**src/rtl/dfaet_pkg.sv**
```systemverilog
// Shared types and constants for the edge-table automaton acceptor.
`default_nettype none

package dfaet_pkg;

  localparam int SYM_W   = 6;
  localparam int STATE_W = 4;
  localparam int CFG_IDX_W = 2;
  localparam int CFG_DATA_W = STATE_W;

  // request command codes
  localparam logic CMD_ADD = 1'b0;
  localparam logic CMD_SYM = 1'b1;

  // configuration register indexes
  localparam logic [CFG_IDX_W-1:0] REG_INIT = 2'd0;
  localparam logic [CFG_IDX_W-1:0] REG_GOAL = 2'd1;

  typedef struct packed {
    logic               cmd;
    logic [SYM_W-1:0]   symbol;
    logic [STATE_W-1:0] from_state;
    logic [STATE_W-1:0] to_state;
    logic               last;
  } in_t;

  typedef struct packed {
    logic ok;
    logic accepted;
    logic end_of_string;
  } out_t;

  typedef struct packed {
    logic accept;   // request taken into the input register
    logic advance;  // input register moves on to the result register
  } pipe_ctl_t;

  typedef struct packed {
    logic [STATE_W-1:0] source;
    logic [STATE_W-1:0] target;
  } edge_t;

endpackage

`default_nettype wire

```
**src/rtl/dfaet_ram.sv**
```systemverilog
// Generic single-write, single-read RAM with registered read data.
`default_nettype none

module dfaet_ram #(
  parameter int WIDTH = 8,
  parameter int DEPTH = 64
) (
  input  wire logic                     clk,
  input  wire logic                     wr_en,
  input  wire logic [$clog2(DEPTH)-1:0] wr_addr,
  input  wire logic [WIDTH-1:0]         wr_data,
  input  wire logic                     rd_en,
  input  wire logic [$clog2(DEPTH)-1:0] rd_addr,
  output logic      [WIDTH-1:0]         rd_data
);

  logic [WIDTH-1:0] mem [DEPTH];

  always_ff @(posedge clk) begin
    if (wr_en) begin
      mem[wr_addr] <= wr_data;
    end
    if (rd_en) begin
      rd_data <= mem[rd_addr];
    end
  end

endmodule

`default_nettype wire

```
**src/rtl/dfaet_core.sv**
```systemverilog
// Input register, edge table and walk state; works out one result per request.
`default_nettype none

module dfaet_core #(
  parameter int NUM_SYMBOLS = 64,
  parameter int NUM_STATES  = 16
) (
  input  wire logic                                clk,
  input  wire logic                                rst,
  input  wire dfaet_pkg::pipe_ctl_t                ctl,
  input  wire dfaet_pkg::in_t                      in_data,
  input  wire logic                                cfg_wr,
  input  wire logic [dfaet_pkg::CFG_IDX_W-1:0]     cfg_index,
  input  wire logic [dfaet_pkg::CFG_DATA_W-1:0]    cfg_data,
  output logic                                     busy,
  output dfaet_pkg::out_t                          result
);

  import dfaet_pkg::*;

  localparam int AW = $clog2(NUM_SYMBOLS);

  // input register
  logic           s1_valid;
  in_t            s1_data;

  logic [NUM_SYMBOLS-1:0] edge_valid;
  logic [STATE_W-1:0]     init_state;
  logic [STATE_W-1:0]     goal_state;
  logic [STATE_W-1:0]     current_state;
  logic                   in_string;
  logic                   path_broken;

  // bypass for an edge written in the cycle its symbol is read
  logic  fwd_hit;
  edge_t fwd_edge;

  logic [AW-1:0] rd_idx;
  logic [AW-1:0] s1_idx;
  edge_t         ram_edge;
  edge_t         s1_edge;
  logic          sym_ok;
  logic          add_ok;
  logic          wr_en;
  edge_t         wr_edge;

  logic               start;
  logic [STATE_W-1:0] cur;
  logic               broken;
  logic               step_ok;
  logic [STATE_W-1:0] current_state_next;
  logic               path_broken_next;

  assign rd_idx = AW'(in_data.symbol);
  assign s1_idx = AW'(s1_data.symbol);
  assign sym_ok = 32'(s1_data.symbol) < NUM_SYMBOLS;
  assign add_ok = sym_ok && !edge_valid[s1_idx]
                  && (32'(s1_data.from_state) < NUM_STATES)
                  && (32'(s1_data.to_state) < NUM_STATES);
  assign wr_en   = ctl.advance && (s1_data.cmd == CMD_ADD) && add_ok;
  assign wr_edge = '{source: s1_data.from_state, target: s1_data.to_state};
  assign s1_edge = fwd_hit ? fwd_edge : ram_edge;

  dfaet_ram #(
    .WIDTH ($bits(edge_t)),
    .DEPTH (NUM_SYMBOLS)
  ) u_edge_ram (
    .clk     (clk),
    .wr_en   (wr_en),
    .wr_addr (s1_idx),
    .wr_data (wr_edge),
    .rd_en   (ctl.accept),
    .rd_addr (rd_idx),
    .rd_data (ram_edge)
  );

  // walk step; a new string restarts from the init register
  always_comb begin
    start   = !in_string;
    cur     = start ? init_state : current_state;
    broken  = start ? 1'b0 : path_broken;
    step_ok = sym_ok && edge_valid[s1_idx] && (s1_edge.source == cur);
    current_state_next = cur;
    path_broken_next   = broken;
    if (!broken) begin
      if (step_ok) begin
        current_state_next = s1_edge.target;
      end else begin
        path_broken_next = 1'b1;
      end
    end
  end

  always_comb begin
    if (s1_data.cmd == CMD_ADD) begin
      result = '{ok: add_ok, accepted: 1'b0, end_of_string: 1'b0};
    end else begin
      result.ok            = !path_broken_next;
      result.accepted      = s1_data.last && !path_broken_next
                             && (current_state_next == goal_state);
      result.end_of_string = s1_data.last;
    end
  end

  assign busy = s1_valid;

  always_ff @(posedge clk) begin
    if (rst) begin
      s1_valid      <= 1'b0;
      edge_valid    <= '0;
      init_state    <= '0;
      goal_state    <= '0;
      current_state <= '0;
      in_string     <= 1'b0;
      path_broken   <= 1'b0;
      fwd_hit       <= 1'b0;
    end else begin
      if (ctl.accept) begin
        s1_valid <= 1'b1;
      end else if (ctl.advance) begin
        s1_valid <= 1'b0;
      end
      if (ctl.accept) begin
        fwd_hit <= wr_en && (s1_idx == rd_idx);
      end
      if (wr_en) begin
        edge_valid[s1_idx] <= 1'b1;
      end
      if (ctl.advance && (s1_data.cmd == CMD_SYM)) begin
        current_state <= current_state_next;
        path_broken   <= path_broken_next;
        in_string     <= !s1_data.last;
      end
      if (cfg_wr) begin
        case (cfg_index)
          REG_INIT: init_state <= cfg_data;
          REG_GOAL: goal_state <= cfg_data;
          default:  ;
        endcase
      end
    end
  end

  always_ff @(posedge clk) begin
    if (ctl.accept) begin
      s1_data <= in_data;
      if (wr_en) begin
        fwd_edge <= wr_edge;
      end
    end
  end

  a_advance_needs_item: assert property (@(posedge clk) disable iff (rst)
    ctl.advance |-> s1_valid)
    else $error("result taken with no item in the input register");

  a_add_sets_valid: assert property (@(posedge clk) disable iff (rst)
    wr_en |=> edge_valid[$past(s1_idx)])
    else $error("added edge not marked valid");

  a_last_ends_string: assert property (@(posedge clk) disable iff (rst)
    (ctl.advance && s1_data.cmd == CMD_SYM && s1_data.last) |=> !in_string)
    else $error("string still open after its last symbol");

  a_accept_implies_ok: assert property (@(posedge clk) disable iff (rst)
    (s1_valid && result.accepted) |-> (result.ok && result.end_of_string))
    else $error("acceptance reported on a broken or unfinished path");

endmodule

`default_nettype wire

```
**src/rtl/dfa_edge_table_acceptor_unit.sv**
```systemverilog
// Top level of the edge-table automaton acceptor: handshakes and result register.
// A request is taken into the input register, and its result is loaded into the result
// register when the input register advances, which waits while a result is not taken.
// Throughput: one request per cycle unless the output stalls; the edge table is one
// RAM read per request, with a bypass for an edge added by the request just ahead.
// Reset clears edge valid bits, walk state and both state registers at once;
// the table contents need no clearing pass.
`default_nettype none

module dfa_edge_table_acceptor_unit #(
  parameter int NUM_SYMBOLS = 64,
  parameter int NUM_STATES  = 16
) (
  input  wire logic                              clk,
  input  wire logic                              rst,
  input  wire logic                              in_valid,
  output logic                                   in_ready,
  input  wire dfaet_pkg::in_t                    in_data,
  output logic                                   out_valid,
  input  wire logic                              out_ready,
  output dfaet_pkg::out_t                        out_data,
  input  wire logic                              cfg_valid,
  output logic                                   cfg_ready,
  input  wire logic [dfaet_pkg::CFG_IDX_W-1:0]   cfg_index,
  input  wire logic [dfaet_pkg::CFG_DATA_W-1:0]  cfg_data
);

  import dfaet_pkg::*;

  pipe_ctl_t ctl;
  logic      busy;
  out_t      result;

  assign ctl.advance = busy && (!out_valid || out_ready);
  assign in_ready    = !busy || ctl.advance;
  assign ctl.accept  = in_valid && in_ready;
  assign cfg_ready   = 1'b1;

  dfaet_core #(
    .NUM_SYMBOLS (NUM_SYMBOLS),
    .NUM_STATES  (NUM_STATES)
  ) u_core (
    .clk       (clk),
    .rst       (rst),
    .ctl       (ctl),
    .in_data   (in_data),
    .cfg_wr    (cfg_valid && cfg_ready),
    .cfg_index (cfg_index),
    .cfg_data  (cfg_data),
    .busy      (busy),
    .result    (result)
  );

  always_ff @(posedge clk) begin
    if (rst) begin
      out_valid <= 1'b0;
    end else if (ctl.advance) begin
      out_valid <= 1'b1;
    end else if (out_ready) begin
      out_valid <= 1'b0;
    end
  end

  always_ff @(posedge clk) begin
    if (ctl.advance) begin
      out_data <= result;
    end
  end

endmodule

`default_nettype wire
```
**config.mk**
```make
export PLATFORM = sky130hd
export DESIGN_NAME = dfa_edge_table_acceptor_unit
export DESIGN_NICKNAME = d
export VERILOG_FILES = /design/src/rtl/dfaet_pkg.sv /design/src/rtl/dfaet_ram.sv /design/src/rtl/dfaet_core.sv /design/src/rtl/dfa_edge_table_acceptor_unit.sv
export SDC_FILE = /design/constraint.sdc
export NUM_CORES = 1
export LEC_CHECK = 0
export ABC_AREA = 1
export BUFFER_PORTS_ARGS = -buffer_cell sky130_fd_sc_hd__buf_2
export CORE_MARGIN = 2
export CORE_UTILIZATION = 25
export CTS_BUF_LIST = sky130_fd_sc_hd__clkbuf_4
export DETAILED_ROUTE_END_ITERATION = 6
export GPL_TIMING_DRIVEN = 1
export SLEW_MARGIN = 30
export SYNTH_ARGS = -nofsm -noshare
export SYNTH_HDL_FRONTEND = slang
export SYNTH_SLANG_ARGS = --single-unit
```
**constraint.sdc**
```tcl
create_clock -name clk -period 6.46 [get_ports clk]
set_clock_uncertainty 0.1 [all_clocks]
set_input_delay 1.615 -clock clk [delete_from_list [all_inputs] [get_ports clk]]
set_output_delay 1.615 -clock clk [all_outputs]
set_load 0.01 [all_outputs]
```
==> impl_metrics.ini, run 1 <==
[status]
status = finished clean

[floorplanning]
coreArea_um2 = 100000
pin_count = 33
dieHeight_um = 323
dieArea_um2 = 104000
fp-row-count = 116
initial_core_util_pct = 25.3
die_w_um = 323

[placement]
gp_congestion = 0.794
dpl.cell_count = 3477
port_buffers = 31
dpl_worst_slack_ps = 1780
hpwl_mm = 37.2

[timing]
period_share_pct = 63.9
hold_violations = 0
period_minus_slack_ps = 4130
fin_setup_tns_ps = 0
setup_slack_ps = 2330
worstMarginPinSlew_ps = 963
finalMaxSlewViolations = 0
max_freq_ghz = 0.242
finalSetupViolations = 0
relSlewSlack_pct = 35.8
rsz0062_at_grt = false

[finish]
final_nets = 2309
instances_no_fill = 3752
final_core_util_pct = 28.9
drive_above_1_share_pct = 14.4
fillers = 10361
area_delta_synth_final_pct = 14.1

[synthesis]
synth_warnings = 0
synth_area_um2 = 25400
synth_compound_area_share_pct = 13.1
synth.largest_area_cell = edfxtp_1
synth.area.top_cells = edfxtp_1, o21ai_0, dfxtp_1
yosys-mux-area-fraction_pct = 0.0394
synth-async-reset-ratio_pct = 0
yosysSeqAreaShare_pct = 71.1
ys.flop_type = edfxtp_1
ys_types = 42
synth_fp_nets = 2223
avgSynthCellArea_um2 = 11.6
yosys.area_share.simple_pct = 10.6
synth_xor_area_share_pct = 0.173
synth-edff-count = 547
syn_inst = 2196
synth-seq-cells = 628
synthAdderAreaFrac_pct = 0
netlist.area_leader.share_pct = 64.7
synth_top_family_by_area = compound AO/OA/AOI/OAI gates

[power_and_ir_drop]
power_w = 0.00837
peakVddDrop_uv = 152
leakagePower_nw = 10.0
power_per_cell_area_nw_per_um2 = 289

[cts]
clkSinkCount = 628
root_buffer = clkbuf_4
postCtsSetupBuffers = 0
clk_pin_slew_ps = 60
cts_tree = built
clk_path_buf_depth = 3
clkLatencyLatePin_ps = 1020
htree_levels = 4
hold_buffers = 0
cts_inserted_buffers = 160
cts_resized = 0

[worst_hold_path]
hold_path_depth = 2
hold_class = reg2reg

[worst_setup_path]
worstSetupStartpointType = flop
required_ps = 7000
worstRegToRegCells = 16
cp-end-kind = flop
crit_fanout = 27
worstPathArrival_ps = 4660
critPathKind = reg2reg

[detailed_routing]
avgViaCountPerCell = 4.60
drtIter0Drc = 1778
ant_nets = 0
first_pass_iters = 6
routed_wl_mm = 66.5
vias = 17248
route.detailed.drc = 0
post_drt_wl_per_cell_um = 17.7

[job]
maxCapViolations = 0

[global_routing]
grtUsageTotal_pct = 12.8
grt_pass1_vias = 16944
grt_first_pass_wirelength_mm = 101
grt_antenna_before_repair = 3
grt_max_degree = 123
grt.overflow.total = 0
-- area by class of cell --
type	count	area, um^2	area share, %
diodes	6	15.0	0.0519
clock buffers	244	1830	6.33
repair buffers	57	372	1.28
flip-flops and latches	628	18000	62.3
clock inverters	25	214	0.739
inverters	185	701	2.42
multi-input cells	1250	6070	21.0
well taps	1357	1700	5.86
-- final timing paths --
check | start | endpoint | slack, ps
max reg2reg | u_core.s1_idx[0]$_DFFE_PP_ | u_core.u_edge_ram.mem[26][3]$_DFFE_PP_ | 2330
max | u_core.s1_idx[0]$_DFFE_PP_ | u_core.u_edge_ram.mem[26][3]$_DFFE_PP_ | 2330
min reg2reg | u_core.edge_valid[58]$_SDFFE_PP0P_ | u_core.edge_valid[58]$_SDFFE_PP0P_ | 350
min | u_core.edge_valid[58]$_SDFFE_PP0P_ | u_core.edge_valid[58]$_SDFFE_PP0P_ | 350
-- layer usage --
layer | wire length [um] | global-route usage, % | vias up
li1 | - | - | 8067
met1 | 29300 | 17.0 | 8460
met2 | 31100 | 20.0 | 601
met3 | 4270 | 2.64 | 120
met4 | 1810 | 5.52 | 0
met5 | 0 | 0 | -
-- state kept, by name, summed over array words and instances, names as in the netlist --
register                   flops
u_core.fwd_hit                 1
out_valid                      1
u_core.path_broken             1
out_data                       3
u_core.s1_data                10
u_core.s1_idx                  6
u_core.edge_valid             64
u_core.goal_state              4
u_core.in_string               1
u_core.u_edge_ram.mem        512
u_core.current_state           4
u_core.init_state              4
u_core.busy                    1
u_core.u_edge_ram.rd_data      8
u_core.fwd_edge                8
-- cells by family after synthesis --
group           Yosys count
other cells               1
simple gates            643
buf+inv                 318
flops                   628
xor+xnor                  5
mux                       1
compound gates          600
-- power breakdown --
part | switching (W) | total [W] | internal (W)
Combinational | 0.000356 | 0.000471 | 0.000115
Sequential | 0.0000185 | 0.00445 | 0.00443
Clock | 0.00159 | 0.00345 | 0.00186
Total | 0.00196 | 0.00837 | 0.00641
-- metrics by stage --
stage / hold slack [ps] / instance area, um^2
2_1_floorplan: 323 / 25400
6_report: 349 / 29000
4_1_cts: 351 / 28900
3_5_place_dp: 342 / 26900
3_3_place_gp: 337 / 26900
5_1_grt: 370 / 28900
-- cells in the mapped netlist, drive strengths merged (4+ instances only) --
master    n
o221ai   15
o32ai     7
o22ai   135
clkbuf  115
a21oi    78
nand4     5
nor2    344
nand3    30
xnor2     4
o21ai   337
inv     182
buf      18
o21bai    5
nand2   244
nor3     19
edfxtp  547
o211ai   12
dfxtp    81
-- cell usage in the layout, fill, tap and decap left out, drive strengths merged, types with 5 or more instances in the layout --
cell type	n
edfxtp	547
nor2	344
o21ai	337
clkbuf	244
nand2	244
inv	183
o22ai	135
dfxtp	81
a21oi	78
buf	57
nand3	30
clkinv	22
nor3	19
o221ai	15
o211ai	12
o32ai	7
diode	6
o21bai	5
nand4	5
-- critical path, cell delays in order (launching register included) --
cell      delay [ps]
edfxtp_1         900
inv_2            520
nand2_1          180
nand2_1           70
nand2_1           60
nand2_1           60
nand2_1           50
nand2_1           50
nand2_1           60
nand2_1           60
nor2_2           170
nand2_4          140
nor2_8           140
nand2_8          120
nor3_4           480
nand2_1          220
inv_1            370
(Power assumes the default switching activity.)
==> inputs of run 2 (changes only) <==
==> constraint.sdc (replaced) <==
create_clock -name clk -period 3.6 [get_ports clk]
set_clock_uncertainty 0.1 [all_clocks]
set_input_delay 0.9 -clock clk [delete_from_list [all_inputs] [get_ports clk]]
set_output_delay 0.9 -clock clk [all_outputs]
set_load 0.01 [all_outputs]
==> run 2 against run 1 <==
Net effect:
- routed wire length rose by 1.1%
- final cell count grew 2.1%
- die area is the same
- fmax grew 23%
- critical path depth fell by 2
- non-clock buffer count up 58
- global-route usage up 0.072 points
- largest power group unchanged
- highest routed layer unchanged
==> impl_metrics.ini, run 2 (synthesis results as in run 1) <==
[timing]
max_freq_ghz = 0.298
hold_violations = 0
finalMaxSlewViolations = 0
period_share_pct = 93.3
relSlewSlack_pct = 42.3
fin_setup_tns_ps = 0
worstMarginPinSlew_ps = 865
rsz0062_at_grt = false
finalSetupViolations = 0
hold_ws_ps = 94.6
setup_slack_ps = 240
period_minus_slack_ps = 3360

[cts]
clk_pin_slew_ps = 70
cts_inserted_buffers = 165
clkLatencyLatePin_ps = 1000
htree_levels = 4
cts_resized = 0
clk_path_buf_depth = 3
cts_tree = built
root_buffer = clkbuf_4
clkSinkCount = 628

[global_routing]
grtUsageTotal_pct = 12.8
grt_max_degree = 83
grt_antenna_before_repair = 2
grt_first_pass_wirelength_mm = 102
grt.overflow.total = 0
grt_pass1_vias = 17327

[finish]
final_common_cell = edfxtp_1
regMostFlops = u_core.u_edge_ram.mem
most-common-layout-cells = edfxtp_1, nor2_1, o21ai_0
final_nets = 2372
top_regs = u_core.u_edge_ram.mem: 512 flops, u_core.edge_valid: 64 flops, u_core.s1_data: 10 flops
area_delta_synth_final_pct = 16.9
largest_reg_flops = 512
drive_above_1_share_pct = 16.3

[power_and_ir_drop]
power_per_cell_area_nw_per_um2 = 508
peakVddDrop_uv = 271
leakagePower_nw = 10.4

[detailed_routing]
vias = 17601
post_drt_wl_per_cell_um = 17.5
route.detailed.drc = 0
ant_nets = 0
first_pass_iters = 6
avgViaCountPerCell = 4.59
routed_wl_mm = 67.2
drtIter0Drc = 1733

[worst_setup_path]
critPathKind = reg2reg
worstSetupStartpointType = flop
required_ps = 4120
crit_fanout = 13
worstPathArrival_ps = 3880
cp-end-kind = flop

[floorplanning]
die_w_um = 323
initial_core_util_pct = 25.3
fp-row-count = 116
dieHeight_um = 323
dieArea_um2 = 104000
pin_count = 33
coreArea_um2 = 100000

[worst_hold_path]
hold_class = in2reg

[status]
status = finished clean

[placement]
hpwl_mm = 39.6
dpl_worst_slack_ps = 115
port_buffers = 31
gp_congestion = 0.848

[job]
maxCapViolations = 0
## run 2: path summary, 6_finish.rpt
path,end,depth (start not counted),startpoint,slack [ps]
worst max-delay path,u_core.u_edge_ram.mem[7][4]$_DFFE_PP_,14,u_core.s1_idx[1]$_DFFE_PP_,240
worst min-delay path,out_valid$_SDFFE_PP0P_,4,out_ready,90
worst max register to register,u_core.u_edge_ram.mem[7][4]$_DFFE_PP_,14,u_core.s1_idx[1]$_DFFE_PP_,240
worst min register to register,u_core.edge_valid[52]$_SDFFE_PP0P_,2,u_core.edge_valid[52]$_SDFFE_PP0P_,350
## run 2: power breakdown
group          internal, W  switching [W]
Clock              0.00330        0.00286
Sequential         0.00795      0.0000241
Combinational     0.000261       0.000669
## run 2: worst max-delay path, stage by stage (launching register included)
cell      delay, ps
edfxtp_1        610
inv_2           270
nor2_1          160
o211ai_1        130
nand2_1          70
o21ai_1         120
nand2_1          80
nor2_2          120
nand2_4         130
nor2_8          140
nand2_8         120
nor3_4          180
buf_4           210
nand2_1          80
inv_1           440
## run 2: layer usage
layer	wire length, um	GRT usage, %	up-vias
met3	4900	2.93	116
li1	-	-	8208
met2	31300	20.3	653
met4	1690	5.12	0
met1	29300	17.0	8624
met5	0	0	-
## run 2: what timing repair did
action	CTS	global route
hold buffers	11	0
hold endpoints to repair	11	0
setup endpoints to repair	0	54
setup buffers	0	4
## run 2: cell type report
type	instances	area [um^2]
Tap cell	1357	1700
Antenna cell	9	22.5
Timing Repair Buffer	115	1030
Inverter	185	701
Fill cell	10292	70600
Sequential cell	628	18000
Clock buffer	251	1880
Multi-Input combinational cell	1250	6070
Clock inverter	36	201
## run 2: metrics by stage
stage / instance area [um^2] / util (%) / total power, W / instances
5_1_grt: 29700 / 29.6 / 0.0156 / 3827
2_1_floorplan: 25400 / - / 0.00867 / 2196
3_3_place_gp: 27400 / 27.3 / 0.00904 / 3520
6_report: 29700 / 29.6 / 0.0151 / 3831
3_5_place_dp: 27400 / 27.3 / 0.00905 / 3520
4_1_cts: 29600 / 29.5 / 0.0152 / 3818
